$ cat config.mk
export PLATFORM = sky130hd
export DESIGN_NAME = itoa_ctrl
export DESIGN_NICKNAME = d
export VERILOG_FILES = /design/src/rtl/core/itoa_pkg.sv /design/src/rtl/core/itoa_ctrl.sv
export SDC_FILE = /design/constraint.sdc
export NUM_CORES = 1
export LEC_CHECK = 0
export ABC_AREA = 0
export BUFFER_PORTS_ARGS = -buffer_cell sky130_fd_sc_hd__buf_4
export CAP_MARGIN = 20
export CORE_AREA = 3 3 40 42
export DETAILED_ROUTE_END_ITERATION = 10
export DIE_AREA = 0 0 43 45
export HOLD_SLACK_MARGIN = 0.15
export PLACE_DENSITY_LB_ADDON = 0.1
export SYNTH_ARGS = -nofsm -noshare
export SYNTH_HDL_FRONTEND = slang
export SYNTH_SLANG_ARGS = --single-unit
$ cat constraint.sdc
create_clock -name clk_i -period 1.8 [get_ports clk_i]
set_input_delay 0.36 -clock clk_i [delete_from_list [all_inputs] [get_ports clk_i]]
set_output_delay 0.36 -clock clk_i [all_outputs]
set_load 0.05 [all_outputs]
$ cat src/rtl/core/itoa_pkg.sv
// Shared types and constants for the signed integer to decimal text converter.
`timescale 1ns / 1ps
`default_nettype none
package itoa_pkg;

  localparam int unsigned ValueW  = 32;
  localparam int unsigned CharW   = 8;
  localparam int unsigned MaxDig  = 10;
  localparam int unsigned CntW    = 4;

  localparam logic [CharW-1:0]  CharZero  = 8'd48;
  localparam logic [CharW-1:0]  CharMinus = 8'd45;
  // ceil(2^35 / 10): exact quotient by ten for any 32-bit unsigned value
  localparam logic [ValueW-1:0] RecipTen  = 32'hCCCC_CCCD;
  localparam int unsigned       RecipSh   = 35;

  typedef enum logic [1:0] {
    ST_IDLE,
    ST_CONV,
    ST_SIGN,
    ST_EMIT
  } itoa_state_e;

  // controller to datapath
  typedef struct packed {
    logic load;
    logic step;
    logic emit_sign;
    logic emit_digit;
  } itoa_cmd_t;

  // datapath to controller
  typedef struct packed {
    logic neg;
    logic quot_zero;
    logic last_digit;
  } itoa_sts_t;

endpackage
`default_nettype wire

$ cat src/rtl/core/itoa_ctrl.sv
// Controller: sequences load, digit extraction, sign beat and digit beats.
`timescale 1ns / 1ps
`default_nettype none
module itoa_ctrl
  import itoa_pkg::*;
(
  input  wire logic      clk_i,
  input  wire logic      rst_ni,
  input  wire logic      start_i,
  input  wire itoa_sts_t sts_i,
  output itoa_cmd_t      cmd_o,
  output logic           busy_o
);

  itoa_state_e state_q, state_d;

  always_ff @(posedge clk_i or negedge rst_ni) begin
    if (!rst_ni) begin
      state_q <= ST_IDLE;
    end else begin
      state_q <= state_d;
    end
  end

  always_comb begin
    state_d = state_q;
    cmd_o   = '0;
    busy_o  = 1'b1;
    unique case (state_q)
      ST_IDLE: begin
        busy_o = 1'b0;
        if (start_i) begin
          cmd_o.load = 1'b1;
          state_d    = ST_CONV;
        end
      end
      ST_CONV: begin
        cmd_o.step = 1'b1;
        if (sts_i.quot_zero) begin
          state_d = sts_i.neg ? ST_SIGN : ST_EMIT;
        end
      end
      ST_SIGN: begin
        cmd_o.emit_sign = 1'b1;
        state_d         = ST_EMIT;
      end
      ST_EMIT: begin
        cmd_o.emit_digit = 1'b1;
        if (sts_i.last_digit) begin
          state_d = ST_IDLE;
        end
      end
      default: state_d = ST_IDLE;
    endcase
  end

endmodule
`default_nettype wire

# Yosys cells after proc, flatten, opt, wreduce, memory -nomap -nowiden
# Cells that the tools add are included.
classes:
  eq_ne: 6
  mux: 11
  n_reduce_logical: 2
ops:
  columns: ["cell", "n"]
  rows:
  - ["2-bit one-hot mux with 4 select lines", 1]
  - ["1-bit two-way mux", 7]
  - ["2-bit two-way mux", 3]
  - ["2-bit != test (second input constant)", 3]
  - ["2-bit equality test (second input constant)", 2]
  - ["3-bit AND reduction", 1]
  - ["2-bit by 1-bit equality test with 1-bit output (second input constant)", 1]
  - ["2-bit zero test", 1]
totals:
  inputBits: 6
  reg_bits: 2
  wordCells: 20

# Logic depth before layout (Yosys ltp)
depth:
  ltp_word: 3
  depth_mapped: 5
  mapped_depth_nobuf: 5

# Worst setup path before layout
# No wires, ideal clock.
synth_timing:
  path_kind: "register -> register"
  from: "register state_q[1]"
  to: "register state_q[1]"
  path_buffers: 0
  path_slack_ns: 0.086
  synth_period_minus_slack_ns: 1.714
  path_stages_with_launch: 6
  t_required_ns: 1.672
  setup_time_ns: 0.128
  arrival_ns: 1.587
  cell_sequence: "dfrtp_1 inv_1 ha_1 nor2b_1 nor3_2 mux2_1"
synth_via:
  elab_chain_cells: 3
  elab_cells_between_ends: 9
  cone_classes: "6 x eq/ne; 1 x mux; 2 x reduce/logical"
synth_lines:
  columns: ["item", "line", "text"]
  rows:
  - ["start: declaration", "itoa_ctrl.sv:15", "itoa_state_e state_q, state_d;"]
  - ["start signal: assignment", "itoa_ctrl.sv:21", "state_q <= state_d;"]
  - ["2-bit by 1-bit equality test with 1-bit output, or another cell as far along", "itoa_ctrl.sv:29", "unique case (state_q)"]
  - ["2-bit != test (no line)", null, null]
  - ["3-bit AND reduction (no line)", null, null]
# Several ways; a longest one is shown, not always the timed one.
# A chain may end at the register's enable or synchronous reset.

==> impl_metrics.yaml <==
finish:
  fin_area_sq_um: 327
  final_nets: 48
  n_antenna_cell: 0
  largest_register: "state_q"
  reg.largest.list: "state_q x2"
  drive_above_1_share_pct: 40.0
  largest_reg_flops: 2
  area_growth_syn_to_layout_pct: 63.1
synthesis:
  syn-cell-area_sq_um: 200
  syn_nets: 32
  syn_area_per_cell_sq_um: 9.53
  ys_types: 11
  ys_ff_latch: 2
  yosys_warnings: 0
  ys_seq_area_share_pct: 25.0
  netlist_instances: 21
sta:
  rsz0062_at_grt: "false"
  setup_viol: 0
  drv_slew: 0
  hold_viol: 0
  relSlewSlack_pct: 84.4
  finalSetupTns_ns: 0
  clock.fmax_mhz: 611
  layout_min_cycle_time_ns: 1.64
  worstMarginPinSlew_ns: 0.232
  fin_skew_ns: 0.00118
  fin_crit_sh_pct: 90.9
route:
  dr.pass1.iters: 4
  drt-initial-drc-count: 1
  routed_wl_um: 423
  drc: 0
  avgViaCountPerCell: 3.62
  wl_per_cell_um: 8.46
  ant_nets: 0
  vias: 181
critical_path:
  cp-end-kind: "output pin"
  start_kind: "register"
  critPathMaxStageDelay_ns: 0.38
  cpMaxStageDelayCell: "dfrtp_1"
  path_max_fanout: 4
  crit_required_ns: 1.44
  cp_cell_sequence: "inv_1 > ha_1 > and2_1 > buf_4"
  cp.arrival_ns: 1.28
  crit_type: "reg2out"
cts:
  cts.repair.resized: 0
  cts_root_buf: "clkbuf_4"
  clockBufferDepth: 2
  cts.sinks: 2
  clkTransAtPathRegs_ns: 0.03
  numCtsBuffers: 3
  cts_tree: "done"
  htree_num_levels: 1
  clock_latency_ns: 0.22
die:
  die_area_sq_um: 1940
  die_y_um: 45
  core_region_area_sq_um: 1280
  start_util_pct: 15.6
  rows: 13
  io_pins: 11
  die-width_um: 43
grt:
  grt_util_met1_pct: 4.58
  grtUsageMet3_pct: 2.79
  grt_pass1_vias: 175
  top_usage_layer: "met2"
  gr-total-overflow: 0
  grt_pass1_wl_um: 669
  antenna_found_initial: 0
  grt_use_total_pct: 5.41
  grtUsageMet2_pct: 8.08
  grt_max_degree: 6
place:
  globalplace.congestion: 0.645
  place_hpwl_um: 356
  place_area_sq_um: 294
  numPortBuffers: 10
run_status:
  outcome: "finished clean"
flow_run:
  maxCapViolations: 0
min_path:
  hp-class: "in2async"
==> cells in the final DEF (no fill, tap or decap) <==
cell type      count
a211oi_1           1
a2bb2oi_1          1
and2_1             1
buf_4             10
clkbuf_4           3
dfrtp_1            2
dlygate4sd3_1      1
ha_1               5
inv_1              4
mux2_1             1
nor2_1             1
nor2b_1            3
nor3_2             1
nor4_1             1
==> cell type report <==
| cell class | count | area (sq um) |
|---|---|---|
| tap | 15 | 18.8 |
| fill | 144 | 958 |
| sequential | 2 | 50.0 |
| multi-input combinational | 15 | 135 |
| clock buffer | 3 | 22.5 |
| timing repair buffer | 11 | 85.1 |
| inverter | 4 | 15.0 |
==> cell families (layout without fill, tap and decap cells) <==
logic type	count (synthesis)	count (layout)	synth area share [%]
buffers and inverters	4	18	7.50
AOI/OAI and AO/OA	2	2	8.13
adders and majority gates	5	5	31.3
muxes	1	1	5.62
and+or+nand+nor	7	7	22.5
DFF	2	2	25.0
==> per-stage QoR <==
stage          setup WS (ns)  hold WS (ns)  utilization (%)  cells
6_report               0.164         0.453             25.4     50
3_5_place_dp           0.260         0.143             22.9     46
4_1_cts                0.136         0.437             25.4     50
3_3_place_gp           0.280         0.143             22.9     46
2_1_floorplan         0.0858        0.0644                -     21
5_1_grt               0.0825         0.440             25.4     50
==> repair_timing <==
item | in CTS | in global routing
buffers inserted | 0 | 0
endpoints found under the hold margin | 2 | 0
hold buffers | 1 | 0
==> Yosys cell counts, drive strengths merged <==
cell type	instances	area [sq um]
mux2	1	11.3
and2	1	6.26
dfrtp	2	50.1
ha	5	62.6
a2bb2oi	1	8.76
nor2	1	3.75
inv	4	15.0
nor4	1	6.26
nor2b	3	18.8
a211oi	1	7.51
nor3	1	10.0
==> layer usage <==
metal / vias up / routed length, um / share of wire, %
li1: 97 / - / -
met1: 79 / 163 / 39
met2: 5 / 225 / 53
met3: 0 / 33 / 7.8
met4: 0 / 0 / 0
met5: - / 0 / 0
==> worst max-delay path: cells and delay by family, from the launching register on <==
| kind | cells | cell delay, ns |
|---|---|---|
| and+or+nand+nor | 1 | 0.15 |
| adders and majority gates | 1 | 0.23 |
| buffers and inverters | 2 | 0.29 |
| DFF | 1 | 0.38 |
==> path summary, 6_finish.rpt <==
| path | startpoint | endpoint | slack, ns | cells after the start |
|---|---|---|---|---|
| max | state_q[0] | cmd_o[3] | 0.16 | 4 |
| min | rst_ni | state_q[0] | 0.45 | 2 |
| max reg2reg | state_q[1] | state_q[1] | 0.27 | 5 |
| min reg2reg | state_q[1] | state_q[1] | 0.58 | 1 |
| max in group asynchronous | rst_ni | state_q[1] | 1.26 | 2 |
| min in group clk_i | sts_i[2] | state_q[0] | 0.55 | 4 |
Power is left out: the tool's default activity adds up to more than one toggle a clock period on the data nets, which glitch-free logic cannot reach.
